--- src/rtl/glae_pkg.sv ---
// Package for the gamepad LED animation engine: payload types, state type, codes and constants.
`default_nettype none
package glae_pkg;

  // Animation codes
  localparam logic [7:0] AnimOff       = 8'd0;
  localparam logic [7:0] AnimAllBlink  = 8'd1;
  localparam logic [7:0] AnimFlash1    = 8'd2;
  localparam logic [7:0] AnimFlash4    = 8'd5;
  localparam logic [7:0] AnimOn1       = 8'd6;
  localparam logic [7:0] AnimOn4       = 8'd9;
  localparam logic [7:0] AnimRotate    = 8'd10;
  localparam logic [7:0] AnimBlink     = 8'd11;
  localparam logic [7:0] AnimSlowBlink = 8'd12;
  localparam logic [7:0] AnimAlternate = 8'd13;

  // Report header that selects an LED report
  localparam logic [7:0] MsgTypeLed = 8'd1;
  localparam logic [7:0] MsgLenLed  = 8'd3;

  // Input mode codes
  localparam logic ModeTick   = 1'b0;
  localparam logic ModeReport = 1'b1;

  // Elapsed counter width, then timing constants in microseconds
  localparam int unsigned ElapsedW     = 25;
  localparam int unsigned Period600    = 600000;
  localparam int unsigned Period1M     = 1000000;
  localparam int unsigned Period400    = 400000;
  localparam int unsigned OnTime       = 300000;
  localparam int unsigned RotStep      = 100000;
  localparam int unsigned FlashHold    = 1800000;
  localparam int unsigned BlinkEnd     = 4 * Period600;
  localparam int unsigned SlowBlinkEnd = 16 * Period1M;
  localparam int unsigned AltEnd       = 7 * Period600;

  localparam logic [ElapsedW-1:0] ElapsedMax = {ElapsedW{1'b1}};

  // Phase values once the elapsed counter has saturated
  localparam logic [19:0] Ph600Sat = 20'((2**ElapsedW - 1) % Period600);
  localparam logic [19:0] Ph1mSat  = 20'((2**ElapsedW - 1) % Period1M);
  localparam logic [18:0] Ph400Sat = 19'((2**ElapsedW - 1) % Period400);

  typedef struct packed {
    logic       mode;
    logic [15:0] elapsed_us;
    logic [7:0] msg_type;
    logic [7:0] msg_len;
    logic [7:0] anim_code;
  } glae_in_t;

  typedef struct packed {
    logic [3:0] led_bits;
    logic [7:0] current_anim;
    logic       player_known;
    logic [1:0] player_number;
  } glae_out_t;

  // Engine state; the phase fields track elapsed modulo each period
  typedef struct packed {
    logic [7:0]          active_anim;
    logic [7:0]          saved_anim;
    logic [ElapsedW-1:0] elapsed;
    logic [19:0]         ph600;
    logic [19:0]         ph1m;
    logic [18:0]         ph400;
    logic [3:0]          led;
    logic                player_seen;
    logic [1:0]          player_idx;
  } glae_state_t;

  localparam glae_state_t StateReset = '0;

endpackage
`default_nettype wire

--- src/rtl/glae_step.sv ---
// Next-state logic of the LED animation engine for one input item.
`default_nettype none
module glae_step (
  input  var glae_pkg::glae_state_t cur,
  input  var glae_pkg::glae_in_t    item,
  output glae_pkg::glae_state_t     nxt
);
  import glae_pkg::*;

  logic [ElapsedW:0]   sum;
  logic [ElapsedW-1:0] dt;
  logic                sat;
  logic [20:0]         p600_sum;
  logic [20:0]         p1m_sum;
  logic [19:0]         p400_sum;
  logic [19:0]         ph600;
  logic [19:0]         ph1m;
  logic [18:0]         ph400;
  logic                blink_on;
  logic                lit;
  logic [1:0]          rot_idx;
  logic                cur_temp;
  logic                detect;

  // Saturating elapsed counter
  assign sum = {1'b0, cur.elapsed} + {{(ElapsedW - 15){1'b0}}, item.elapsed_us};
  assign sat = sum[ElapsedW];
  assign dt  = sat ? ElapsedMax : sum[ElapsedW-1:0];

  // Running phases: a tick is shorter than any period, so one wrap at most
  assign p600_sum = {1'b0, cur.ph600} + {5'b0, item.elapsed_us};
  assign p1m_sum  = {1'b0, cur.ph1m} + {5'b0, item.elapsed_us};
  assign p400_sum = {1'b0, cur.ph400} + {4'b0, item.elapsed_us};

  always_comb begin
    if (sat) begin
      ph600 = Ph600Sat;
      ph1m  = Ph1mSat;
      ph400 = Ph400Sat;
    end else begin
      ph600 = (p600_sum >= Period600) ? 20'(p600_sum - Period600) : p600_sum[19:0];
      ph1m  = (p1m_sum >= Period1M) ? 20'(p1m_sum - Period1M) : p1m_sum[19:0];
      ph400 = (p400_sum >= Period400) ? 19'(p400_sum - Period400) : p400_sum[18:0];
    end
  end

  // Phase decodes
  assign blink_on = ph600 < OnTime;
  assign lit      = (dt > FlashHold) || blink_on;

  always_comb begin
    if (ph400 < RotStep)          rot_idx = 2'd0;
    else if (ph400 < 2 * RotStep) rot_idx = 2'd1;
    else if (ph400 < 3 * RotStep) rot_idx = 2'd2;
    else                          rot_idx = 2'd3;
  end

  assign cur_temp = (cur.active_anim == AnimBlink) || (cur.active_anim == AnimSlowBlink) ||
                    (cur.active_anim == AnimAlternate);

  // Flash N followed by On N assigns the player
  assign detect = !cur.player_seen && (item.anim_code >= AnimOn1) &&
                  (item.anim_code <= AnimOn4) &&
                  (cur.active_anim == 8'(item.anim_code - (AnimOn1 - AnimFlash1)));

  always_comb begin
    nxt = cur;
    if (item.mode == ModeTick) begin
      nxt.elapsed = dt;
      nxt.ph600   = ph600;
      nxt.ph1m    = ph1m;
      nxt.ph400   = ph400;
      case (cur.active_anim) inside
        AnimOff:      nxt.led = 4'h0;
        AnimAllBlink: nxt.led = blink_on ? 4'hF : 4'h0;
        [AnimFlash1:AnimFlash4]:
          nxt.led = lit ? (4'b0001 << 2'(cur.active_anim - AnimFlash1)) : 4'h0;
        [AnimOn1:AnimOn4]:
          nxt.led = 4'b0001 << 2'(cur.active_anim - AnimOn1);
        AnimRotate:   nxt.led = 4'b0001 << rot_idx;
        AnimBlink: begin
          if (dt > BlinkEnd) begin
            nxt.active_anim = cur.saved_anim;
            nxt.elapsed = '0;
            nxt.ph600 = '0;
            nxt.ph1m  = '0;
            nxt.ph400 = '0;
          end else begin
            nxt.led = blink_on ? 4'hF : 4'h0;
          end
        end
        AnimSlowBlink: begin
          if (dt > SlowBlinkEnd) begin
            nxt.active_anim = cur.saved_anim;
            nxt.elapsed = '0;
            nxt.ph600 = '0;
            nxt.ph1m  = '0;
            nxt.ph400 = '0;
          end else begin
            nxt.led = (ph1m < OnTime) ? 4'hF : 4'h0;
          end
        end
        AnimAlternate: begin
          if (dt > AltEnd) begin
            nxt.active_anim = cur.saved_anim;
            nxt.elapsed = '0;
            nxt.ph600 = '0;
            nxt.ph1m  = '0;
            nxt.ph400 = '0;
          end else begin
            nxt.led = blink_on ? 4'h9 : 4'h6;
          end
        end
        default: nxt.led = cur.led;  // unknown code: hold LEDs
      endcase
    end else if (item.msg_type == MsgTypeLed && item.msg_len == MsgLenLed) begin
      // Start a new animation
      if (detect) begin
        nxt.player_seen = 1'b1;
        nxt.player_idx  = 2'(item.anim_code - AnimOn1);
      end
      if (!cur_temp) nxt.saved_anim = cur.active_anim;
      nxt.active_anim = item.anim_code;
      nxt.elapsed = '0;
      nxt.ph600 = '0;
      nxt.ph1m  = '0;
      nxt.ph400 = '0;
    end
  end

endmodule
`default_nettype wire

--- src/rtl/gamepad_led_animation_engine.sv ---
// Top level of the gamepad LED animation engine: input register, state and result register.
//
// Usage:
//   The input channel (in_valid/in_ready/in_data) carries either a time tick
//   (mode 0, elapsed_us) or a host report (mode 1, type/length/code bytes).
//   Every accepted item yields exactly one result on the output channel
//   (out_valid/out_ready/out_data): LED bits, animation in effect and the
//   detected player, all as they stand after that item.
//   The input register loads at the input transfer edge; the result register
//   loads from it at an edge where it is empty or its result is being taken,
//   and out_valid rises with it. Throughput is one item per cycle while the
//   receiver does not stall; the update is a single pass of adds and
//   compares on running phase counters, one per blink period.
//   When the receiver stalls, the result register holds and the input
//   register still takes one more item; in_ready then drops until the
//   result is taken.
//   Reset (rst_n low, synchronous) empties both registers, lights no LED,
//   selects animation 0 and forgets the player.
`default_nettype none
module gamepad_led_animation_engine (
  input  wire                   clk,
  input  wire                   rst_n,
  input  wire                   in_valid,
  output logic                  in_ready,
  input  var glae_pkg::glae_in_t in_data,
  output logic                  out_valid,
  input  wire                   out_ready,
  output glae_pkg::glae_out_t   out_data
);
  import glae_pkg::*;

  logic        s1_vld_r;
  glae_in_t    s1_r;
  logic        out_vld_r;
  glae_out_t   out_r;
  glae_state_t state_r;
  glae_state_t state_nxt;
  logic        advance;

  // Pipeline flow control
  assign advance  = !out_vld_r || out_ready;
  assign in_ready = !s1_vld_r || advance;

  // Input register
  always_ff @(posedge clk) begin
    if (!rst_n) begin
      s1_vld_r <= 1'b0;
    end else if (in_ready) begin
      s1_vld_r <= in_valid;
    end
  end

  always_ff @(posedge clk) begin
    if (in_ready && in_valid) begin
      s1_r <= in_data;
    end
  end

  glae_step u_step (
    .cur  (state_r),
    .item (s1_r),
    .nxt  (state_nxt)
  );

  // Engine state and result register
  always_ff @(posedge clk) begin
    if (!rst_n) begin
      state_r   <= StateReset;
      out_vld_r <= 1'b0;
    end else if (advance) begin
      out_vld_r <= s1_vld_r;
      if (s1_vld_r) begin
        state_r <= state_nxt;
      end
    end
  end

  always_ff @(posedge clk) begin
    if (advance && s1_vld_r) begin
      out_r.led_bits      <= state_nxt.led;
      out_r.current_anim  <= state_nxt.active_anim;
      out_r.player_known  <= state_nxt.player_seen;
      out_r.player_number <= state_nxt.player_idx;
    end
  end

  assign out_valid = out_vld_r;
  assign out_data  = out_r;

endmodule
`default_nettype wire

--- config.mk ---
export PLATFORM = sky130hd
export DESIGN_NAME = gamepad_led_animation_engine
export DESIGN_NICKNAME = d
export VERILOG_FILES = /design/src/rtl/glae_pkg.sv /design/src/rtl/glae_step.sv /design/src/rtl/gamepad_led_animation_engine.sv
export SDC_FILE = /design/constraint.sdc
export NUM_CORES = 1
export LEC_CHECK = 0
export BUFFER_PORTS_ARGS = -buffer_cell sky130_fd_sc_hd__buf_2
export CAP_MARGIN = 25
export CORE_MARGIN = 5
export CORE_UTILIZATION = 68
export CTS_CLUSTER_DIAMETER = 60
export DETAILED_ROUTE_END_ITERATION = 6
export GPL_TIMING_DRIVEN = 0
export PLACE_DENSITY_LB_ADDON = 0.2
export SLEW_MARGIN = 20
export SYNTH_ARGS = -nofsm -noshare
export SYNTH_HDL_FRONTEND = slang
export SYNTH_SLANG_ARGS = --single-unit
--- constraint.sdc ---
create_clock -name clk -period 8.3 [get_ports clk]
set_clock_uncertainty 0.2 [all_clocks]
set_input_delay 0 -clock clk [delete_from_list [all_inputs] [get_ports clk]]
set_output_delay 0 -clock clk [all_outputs]
set_load 0.1 [all_outputs]
==> impl_metrics.toml, run 1 <==
[status]
status = "finished, violations left"
violations = "DRC"

[floorplan]
io_pins = 62
dieArea_um2 = 23200
num_rows = 52
fp.dieH_um = 152
die_w_um = 152
core_um2 = 20100
initial_core_util = 0.685

[worst_setup_path]
crit_fanout = 10
cpPeakStageDelay_ns = 0.55
worstSetupStartpointType = "flip-flop"
path_buf_inv = 3
crit_type = "reg -> reg"
arrival_ns = 6.34
cp_num_cells = 22
critPathTopFamily = "compound AO/OA/AOI/OAI gates"
cp_cell_sequence = "inv_1 -> fa_1 -> nand2b_1 -> a21o_1 -> and2_1 -> a21boi_1 -> ha_1 -> clkbuf_1 -> nand4b_1 -> nor4_1 -> a21o_1 -> nand3_1 -> a31oi_2 -> or2_1 -> buf_4 -> a21oi_1 -> nor4_1 -> and3_4 -> o31a_1 -> o2111ai_1 -> a222oi_1 -> o21ai_1"
r2r_cells = 22
cp-end-kind = "flip-flop"
reg2reg_from = "s1_r[25]"
r2r_end = "out_data[12]"
worst_ep_required_time_ns = 8.28
cp_slowest_cell = "edfxtp_1"
crit_path_end = "out_data[12]"
rrSetupSlack_ns = 1.94
crit_path_start = "s1_r[25]"

[logic_synthesis]
synth-async-reset-ratio = 0
ys_seq_elements = 165
synth_nets = 1877
syn_area_um2 = 13800
synth_area_leaders = "dfxtp_1 (16%), edfxtp_1 (12%), a21oi_1 (6.7%)"
yosys.area.top_type = "dfxtp_1"
synth-edff-count = 56
yosys.cell_types.count = 119
ys_seq_area_frac = 0.281
yosys_warnings = 0
synth_ff_type = "dfxtp_1"
syn_area_per_cell_um2 = 7.84
synth_cells = 1756
synth_top_cell_area_share = 0.159

[power]
peakVddDrop_mv = 0.143
cell_internal_pwr_mw = 1.52
clkPwrFrac = 0.347
leakagePower_nw = 5.96
power_frac_seq = 0.385
power_density_nw_per_um2 = 152
power_switching_uw = 834
combPwrFrac = 0.269
p_sw_frac = 0.355

[timing]
maxSlewHeadroom = 0.329
rsz0062_at_grt = "no"
slew_viol_final = 0
setup_viol = 0
min_period_over_period = 0.767
period_minus_slack_ns = 6.36
finalHoldViolations = 0
max_freq_ghz = 0.157
tightest_slew_ns = 0.998
fin_setup_tns_ns = 0

[place]
portBuffers = 61
gp_congestion = 1.03
placed_cells = 2088
dp_hpwl_mm = 32.4

[grt]
grt_overflow_total = 0
grt_pass1_vias = 14100
grt_max_degree = 33
track_usage = 0.379
grt_pass1_wl_mm = 72.3
grt_antenna_before_repair = 2

[final_layout]
final_cells = 2167
area_delta_synth_final_pct = 12.5
layout-drive-gt1-share = 0.106
fin_util = 0.770
nNetsFinal = 2003

[cts]
max-clock-path-buffers = 2
ctsHtreeMaxLevel = 4
clock_sinks = 165
cts_buffers = 17
clkTransAtPathRegs_ns = 0.08
tritoncts = "built"
ctsRootBufferMaster = "clkbuf_16"
clk_latency_ns = 0.45
cts_resized = 0

[routing]
route.detailed.drc = 9
drt_pass1_iterations = 7
drt_iter0_drc = 1665
wl_mm = 46.0
wl_per_cell_um = 21.2
ant_nets = 0
vias = 14900
viasPerCell = 6.89

[min_path]
hold_path_class = "in -> reg"

[flow_run]
max-cap-violations = 0
-- sequential cells by signal, indices dropped and copies added, names as in the netlist --
| signal | flops |
|---|---|
| out_data | 15 |
| state_r | 107 |
| s1_r | 41 |
| out_valid | 1 |
| s1_vld_r | 1 |
-- cells in the final DEF, fill, tap and decap left out, types with 19 or more instances in the layout --
cell             n
a21oi_1        185
dfxtp_1        109
and3_1          19
edfxtp_1        56
o21ai_1         28
dlygate4sd3_1   45
a211oi_1        21
nand4_1         22
mux2i_1         20
clkbuf_1        50
buf_2           87
a21o_1          23
nor2_1         211
ha_1            72
inv_1           42
a22oi_1         37
nand3_1         54
nand2_1        179
o211ai_1        20
a31oi_1         20
nor4_1          21
xnor2_1         63
o21ai_0         89
xor2_1          27
nor3_1          43
-- power by group through the flow --
stage / Combinational, mW / Sequential [mW] / Clock [mW]
6_report: 0.632 / 0.905 / 0.816
5_1_grt: 0.681 / 0.905 / 0.851
4_1_cts: 0.604 / 0.901 / 0.803
3_5_place_dp: 0.583 / 0.919 / 0
3_3_place_gp: 0.568 / 0.918 / 0
2_1_floorplan: 0.425 / 0.932 / 0
-- per-stage QoR --
stage	setup slack [ns]	power (mW)	hold slack, ns	instance area (µm²)
2_1_floorplan	3.11	1.36	-0.101	13800
3_3_place_gp	2.17	1.49	-0.0235	14400
3_5_place_dp	2.09	1.50	-0.0219	14400
4_1_cts	2.06	2.31	0.0580	15500
5_1_grt	1.48	2.44	0.0607	15500
6_report	1.94	2.35	0.0565	15500
-- cells in the mapped netlist, types with 17 or more instances --
cell and number:
a211oi_1 21, a21o_1 23, a21oi_1 185, a22oi_1 37, a31oi_1 20, and2_1 17
and3_1 19, buf_2 26, clkbuf_1 51, dfxtp_1 109, edfxtp_1 56, ha_1 72
inv_1 42, mux2i_1 20, nand2_1 179, nand3_1 54, nand4_1 22, nor2_1 211
nor3_1 43, nor4_1 21, o211ai_1 20, o21a_1 17, o21ai_0 89, o21ai_1 28
xnor2_1 63, xor2_1 27
-- timing repair --
item | CTS | global route
buffers inserted | 0 | 0
hold buffers | 45 | 0
setup endpoints to repair | 0 | 0
hold endpoints to repair | 59 | 0
-- cell type report --
type	count	area (µm²)
Tap cell	270	338
Multi-Input combinational cell	1457	9340
Timing Repair Buffer	107	776
Antenna cell	2	5.00
Buffer	91	404
Fill cell	1479	4620
Clock buffer	17	425
Inverter	43	161
Clock inverter	15	169
Sequential cell	165	3860
-- worst register-to-register path: stages, from the launching register on --
cell and delay (ns):
edfxtp_1 0.55, inv_1 0.23, fa_1 0.50, nand2b_1 0.20
a21o_1 0.22, and2_1 0.18, a21boi_1 0.39, ha_1 0.24
clkbuf_1 0.37, nand4b_1 0.15, nor4_1 0.34, a21o_1 0.15
nand3_1 0.11, a31oi_2 0.35, or2_1 0.22, buf_4 0.20
a21oi_1 0.08, nor4_1 0.26, and3_4 0.29, o31a_1 0.18
o2111ai_1 0.12, a222oi_1 0.47, o21ai_1 0.10
-- worst min path at each step --
stage	start	end	depth (start not counted)
final	in_data[3]	s1_r[3]	2
after global routing	in_data[15]	s1_r[15]	2
after CTS	in_data[21]	s1_r[21]	2
after detailed placement	in_data[35]	s1_r[35]	1
after global placement	in_data[23]	s1_r[23]	1
after floorplan	in_data[0]	s1_r[0]	0
-- cells by family (layout without fill, tap and decap cells) --
logic type                 after synthesis  in the layout  synth area share
other                                    0              2                 0
buffers and inverters                  134            273            0.0410
xor gates and xnor gates                92             92            0.0596
muxes                                   25             25            0.0186
adders and majority gates               76             76            0.0713
AOI/OAI and AO/OA                      591            591             0.291
DFF                                    165            165             0.281
and+or+nand+nor                        673            673             0.237
-- layer usage --
| layer | track usage | vias to the layer above | part of all wire |
|---|---|---|---|
| met5 | 0 | - | 0.00039 |
| met4 | 0.205 | 2 | 0.060 |
| met1 | 0.489 | 6891 | 0.39 |
| met2 | 0.586 | 972 | 0.43 |
| li1 | - | 6813 | - |
| met3 | 0.0937 | 245 | 0.12 |
Power figures use the tool's default switching activity.
==> inputs of run 2 (changes only) <==
Settings changed: ABC_AREA set to 1, CORE_UTILIZATION 68 to 64.
Clock period 8.3 ns to 6.2 ns, I/O delays scaled along.
==> run 2 against run 1 <==
  * The run still ends with DRC left
  * Combinational power up 25%
  * Sequential share of layout area shrank 0.66 points
  * Critical path depth grew 11
  * Cell area is 2.7% higher
  * Final cell count up 23%
  * First-iteration DRC count is 6.5% higher
  * Utilization fell by 4.1 points
  * Setup slack worse by 1.1 ns
  * Clock power increased by 29%
  * Count of clock-buffer cells in the layout up 1
  * Synthesized area is 3.2% higher
  * Highest routed layer is now met4
==> impl_metrics.toml, run 2 <==
[timing]
rsz0062_at_grt = "no"
maxSlewHeadroom = 0.395
tightest_slew_ns = 0.899
slew_viol_final = 0
period_minus_slack_ns = 5.40
max_freq_ghz = 0.185
finalHoldViolations = 0
fin_setup_tns_ns = 0
min_period_over_period = 0.871
setup_viol = 0

[worst_setup_path]
reg2reg_from = "s1_r[24]"
crit_type = "reg -> reg"
worst_ep_required_time_ns = 6.16
cp_slowest_cell = "edfxtp_1"
r2r_cells = 33
worstSetupStartpointType = "flip-flop"
crit_fanout = 10
crit_top_cell = "nand2_1"
r2r_end = "out_data[11]"
cp-end-kind = "flip-flop"
rrSetupSlack_ns = 0.80
arrival_ns = 5.36
cpPeakStageDelay_ns = 0.52

[cts]
postCtsSetupRepairBufs = 0
tritoncts = "built"
cts_buffers = 17
max-clock-path-buffers = 2
ctsRootBufferMaster = "clkbuf_16"
clock_sinks = 165
clk_latency_ns = 0.45
ctsHtreeMaxLevel = 4
clkTransAtPathRegs_ns = 0.08

[logic_synthesis]
ys_seq_elements = 165
synth_area_leaders = "nand2_1 (19%), dfxtp_1 (15%), edfxtp_1 (12%)"
synth_top_cells_by_count = "nand2_1 (737), inv_1 (259), a21oi_1 (188)"
yosys.cell_types.count = 66
yosys.area.top_type = "nand2_1"
synth_top_cell_area_share = 0.195
synth_nets = 2359
synth-edff-count = 56
ys_seq_area_frac = 0.272
yosys_warnings = 0
synth_cells = 2238
synth_ff_type = "dfxtp_1"
syn_area_per_cell_um2 = 6.35
yosysMostFrequentCell = "nand2_1"
synth-async-reset-ratio = 0
syn_area_um2 = 14200

[final_layout]
nNetsFinal = 2485
regMostFlops = "state_r"
layout-drive-gt1-share = 0.0879
postLayoutCellArea_um2 = 15900
seqCellArea_um2 = 3860
area_delta_synth_final_pct = 12.0
final_cell_mix = "nand2_1 (737), inv_1 (258), a21oi_1 (187)"
multi_input_area_um2 = 8940
mostFrequentLayoutCell = "nand2_1"
largest_register_ffs = 107
fin_util = 0.729
fillCellCount = 1926

[floorplan]
initial_core_util = 0.651
core_um2 = 21800
fp.dieH_um = 159
die_w_um = 159
num_rows = 54
dieArea_um2 = 25300
io_pins = 62

[place]
portBuffers = 60
dp_hpwl_mm = 34.3
placed_cell_area_um2 = 14900
gp_congestion = 0.958

[routing]
route.detailed.drc = 10
drt_pass1_iterations = 7
viasPerCell = 5.87
ant_nets = 0
wl_per_cell_um = 17.0
wl_mm = 45.1
vias = 15600
drt_iter0_drc = 1774

[status]
status = "finished, violations left"
violations = "DRC"

[grt]
grt_pass1_vias = 14300
grt_max_degree = 30
grt_antenna_before_repair = 1
grt_pass1_wl_mm = 71.9
track_usage = 0.343
grt_overflow_total = 0

[power]
clkPwrFrac = 0.345
power_density_nw_per_um2 = 192
power_switching_mw = 1.10
power_mw = 3.05
combPwrFrac = 0.258
power_frac_seq = 0.397
leakagePower_nw = 7.53
cell_internal_pwr_mw = 1.96
p_sw_frac = 0.359
peakVddDrop_mv = 0.176

[min_path]
hold_path_class = "in -> reg"
min_to = "s1_r[5]"
min_path_cells = 2
hold_start = "in_data[5]"

[flow_run]
max-cap-violations = 0
[run 2: cell types whose count changed in the layout (fill, tap and decap cells not counted), moves of 22 or more]
cell / delta
xnor2_1: -44
nand4_1: +36
buf_2: -23
nand2_1: +558
nand3_1: +101
inv_1: +216
clkbuf_1: -22
a22oi_1: -37
nor2_1: -26
[run 2: area by class of cell]
class,count,share of cell area
Tap cell,280,0.0220
Timing Repair Buffer,107,0.0491
Clock buffer,18,0.0270
Antenna cell,1,0.000157
Inverter,279,0.0662
Buffer,55,0.0219
Clock inverter,14,0.00850
Multi-Input combinational cell,1739,0.562
Sequential cell,165,0.243
[run 2: cell families (layout without fill, tap and decap cells)]
| kind of cell | Yosys count | count (layout) | synth area share |
|---|---|---|---|
| multiplexers | 2 | 2 | 0.00141 |
| adder cells (fa/ha/maj) | 76 | 76 | 0.0691 |
| buffers and inverters | 334 | 473 | 0.0986 |
| AND/OR/NAND/NOR | 1252 | 1252 | 0.385 |
| other | 0 | 1 | 0 |
| flip-flops | 165 | 165 | 0.272 |
| AO/OA/AOI/OAI | 349 | 349 | 0.134 |
| XOR/XNOR | 60 | 60 | 0.0402 |
[run 2: metrics by stage]
stage	cells	setup slack, ns	hold WS [ns]
global route	2658	0.455	0.0616
finish	2658	0.799	0.0590
CTS	2657	0.991	0.0566
global placement	2578	1.07	-0.0239
floorplan	2238	2.17	-0.101
detailed placement	2579	1.02	-0.0219
[run 2: what timing repair did]
action / 4_1_cts / 5_1_grt
resized for setup: 0 / 0
hold buffers: 46 / 0
endpoints found under the hold margin: 64 / 0
[run 2: per-layer routing]
layer	wire, µm	GRT usage	vias to the layer above
met2	20100	0.536	740
met5	0	0	-
met1	19300	0.476	7153
met4	1720	0.136	0
met3	4040	0.0546	107
li1	-	-	7594
[run 2: worst max-delay path, delay by kind of cell, from the launching register on]
kind                     cells  cell delay, ns
AO/OA/AOI/OAI                3            0.54
AND/OR/NAND/NOR             26            2.63
adder cells (fa/ha/maj)      2            0.82
buffers and inverters        2            0.36
flip-flops                   1            0.52
[run 2: power groups by stage]
stage | logic (mW) | clock network (mW) | registers [mW]
global placement | 0.722 | 0 | 1.23
CTS | 0.768 | 1.05 | 1.21
finish | 0.787 | 1.05 | 1.21
detailed placement | 0.741 | 0 | 1.23
global route | 0.874 | 1.10 | 1.21
floorplan | 0.533 | 0 | 1.26
[run 2: how the worst max path moves through the flow]
stage	startpoint	endpoint	slack [ns]	cells past startpoint
floorplan	s1_r[25]	out_data[12]	2.17	32
CTS	s1_r[24]	out_data[11]	0.99	33
finish	s1_r[24]	out_data[11]	0.80	33
global placement	s1_r[24]	out_data[11]	1.07	33
global route	s1_r[24]	out_data[11]	0.46	33
detailed placement	s1_r[24]	out_data[11]	1.02	33
==> inputs of run 3 (changes only) <==
Settings changed: CORE_UTILIZATION 64 to 47, SKIP_LAST_GASP set to 1, TNS_END_PERCENT set to 5.
==> run 3 against run 2 <==
  * The run now ends clean
  * Flip-flop and latch count stayed put
  * Die area is 34% higher
  * Global-route usage is 7.5 points lower
  * Non-clock buffer count stayed put
  * Total power is 0.69% lower
  * Via count is 3.8% lower
  * Sequential share of layout area is 0.20 points lower
  * Cell area is 0.83% higher
  * Largest cell class unchanged
==> impl_metrics.toml, run 3 (same netlist as run 2, synthesis figures left out) <==
[status]
status = "finished, final reports clean"

[grt]
grt_max_degree = 31
grt_overflow_total = 0
track_usage = 0.267
grt_pass1_wl_mm = 72.4
grt_antenna_before_repair = 0
grt_pass1_vias = 13900

[routing]
ant_nets = 0
wl_per_cell_um = 16.5
drt_pass1_iterations = 6
route.detailed.drc = 0
drt_iter0_drc = 1365
vias = 15000
wl_mm = 45.7
viasPerCell = 5.42

[worst_setup_path]
path_buf_inv = 4
worstSetupStartpointType = "flip-flop"
critPathTopFamily = "simple AND/OR/NAND/NOR gates"
crit_type = "reg -> reg"
worst_ep_required_time_ns = 6.15
cp_slowest_cell = "edfxtp_1"
crit_fanout = 10
cp-end-kind = "flip-flop"
crit_top_cell = "nand2_1"
arrival_ns = 5.19
cpPeakStageDelay_ns = 0.56

[final_layout]
largest_register_ffs = 107
layout-drive-gt1-share = 0.0871
seqCellArea_um2 = 3860
final_cells = 2768
nNetsFinal = 2485
multi_input_area_um2 = 8940
area_delta_synth_final_pct = 12.9
regMostFlops = "state_r"
final_cell_mix = "nand2_1 (737), inv_1 (258), a21oi_1 (187)"
fillCellCount = 3006
mostFrequentLayoutCell = "nand2_1"

[cts]
ctsRootBufferMaster = "clkbuf_16"
clock_sinks = 165
max-clock-path-buffers = 2
cts_resized = 0
clkTransAtPathRegs_ns = 0.07
postCtsSetupRepairBufs = 0
cts_buffers = 17
ctsHtreeMaxLevel = 4
cts_hold_buf = 46
clk_latency_ns = 0.45
tritoncts = "built"

[floorplan]
die_w_um = 184
io_pins = 62
num_rows = 63
fp.dieH_um = 184
core_um2 = 29700
initial_core_util = 0.478
dieArea_um2 = 33800

[timing]
fin_setup_tns_ns = 0
min_period_over_period = 0.844
setup_viol = 0
max_freq_ghz = 0.191
slew_viol_final = 0
finalHoldViolations = 0
period_minus_slack_ns = 5.24
layout_setup_ws_ns = 0.965
rsz0062_at_grt = "no"
maxSlewHeadroom = 0.428
tightest_slew_ns = 0.858

[place]
gp_congestion = 0.932
placed_cells = 2689
dp_hpwl_mm = 35.9
dp_slack_ns = 1.05
portBuffers = 60

[power]
cell_internal_pwr_mw = 1.98
power_switching_mw = 1.05
clkPwrFrac = 0.340
peakVddDrop_mv = 0.201
leakagePower_nw = 7.52
p_sw_frac = 0.345
combPwrFrac = 0.259
power_frac_seq = 0.401
power_density_nw_per_um2 = 189

[min_path]
hold_path_class = "in -> reg"

[flow_run]
max-cap-violations = 0
## run 3: cell count changes in the layout (fill, tap and decap cells not counted), sizes merged
cell | before | now
clkinv | 7 | 6
inv | 286 | 281
clkinvlp | 0 | 1
clkbuf | 47 | 52
## run 3: layout make-up
| class | count | area share |
|---|---|---|
| buffer | 55 | 0.0218 |
| clock buffer | 23 | 0.0305 |
| timing repair buffer | 107 | 0.0487 |
| multi-input combinational | 1739 | 0.558 |
| inverter | 279 | 0.0656 |
| sequential | 165 | 0.241 |
| clock inverter | 9 | 0.00429 |
| antenna | 1 | 0.000156 |
| tap | 390 | 0.0304 |
## run 3: path summary, 6_finish.rpt
check / from / endpoint / slack (ns) / cells past startpoint
setup / recovery: s1_r[25] / out_data[11] / 0.96 / 34
hold / removal: in_data[31] / s1_r[31] / 0.06 / 2
setup reg to reg: s1_r[25] / out_data[11] / 0.96 / 34
hold reg to reg: state_r[94] / state_r[94] / 0.27 / 2
## run 3: stage by stage
step / cell area, µm² / hold slack [ns] / util / power [mW]
final: 16000 / 0.0609 / 0.540 / 3.03
after global routing: 16000 / 0.0618 / 0.540 / 3.19
after global placement: 15000 / -0.0240 / 0.504 / 1.97
after CTS: 16000 / 0.0504 / 0.540 / 3.03
after detailed placement: 15000 / -0.0219 / 0.505 / 1.99
after floorplan: 14200 / -0.101 / - / 1.79
## run 3: routing by layer
layer	wire, µm	part of all wire	vias to the layer above	GRT usage
li1	-	-	7590	-
met1	21100	0.46	6844	0.378
met2	20000	0.44	484	0.416
met3	3330	0.073	81	0.0522
met4	1240	0.027	0	0.0781
met5	0	0	-	0
## run 3: power groups by stage
stage | combinational (mW) | clock, mW | sequential, mW
2_1_floorplan | 0.533 | 0 | 1.26
3_3_place_gp | 0.738 | 0 | 1.24
3_5_place_dp | 0.748 | 0 | 1.24
4_1_cts | 0.775 | 1.04 | 1.21
5_1_grt | 0.878 | 1.09 | 1.22
6_report | 0.785 | 1.03 | 1.21
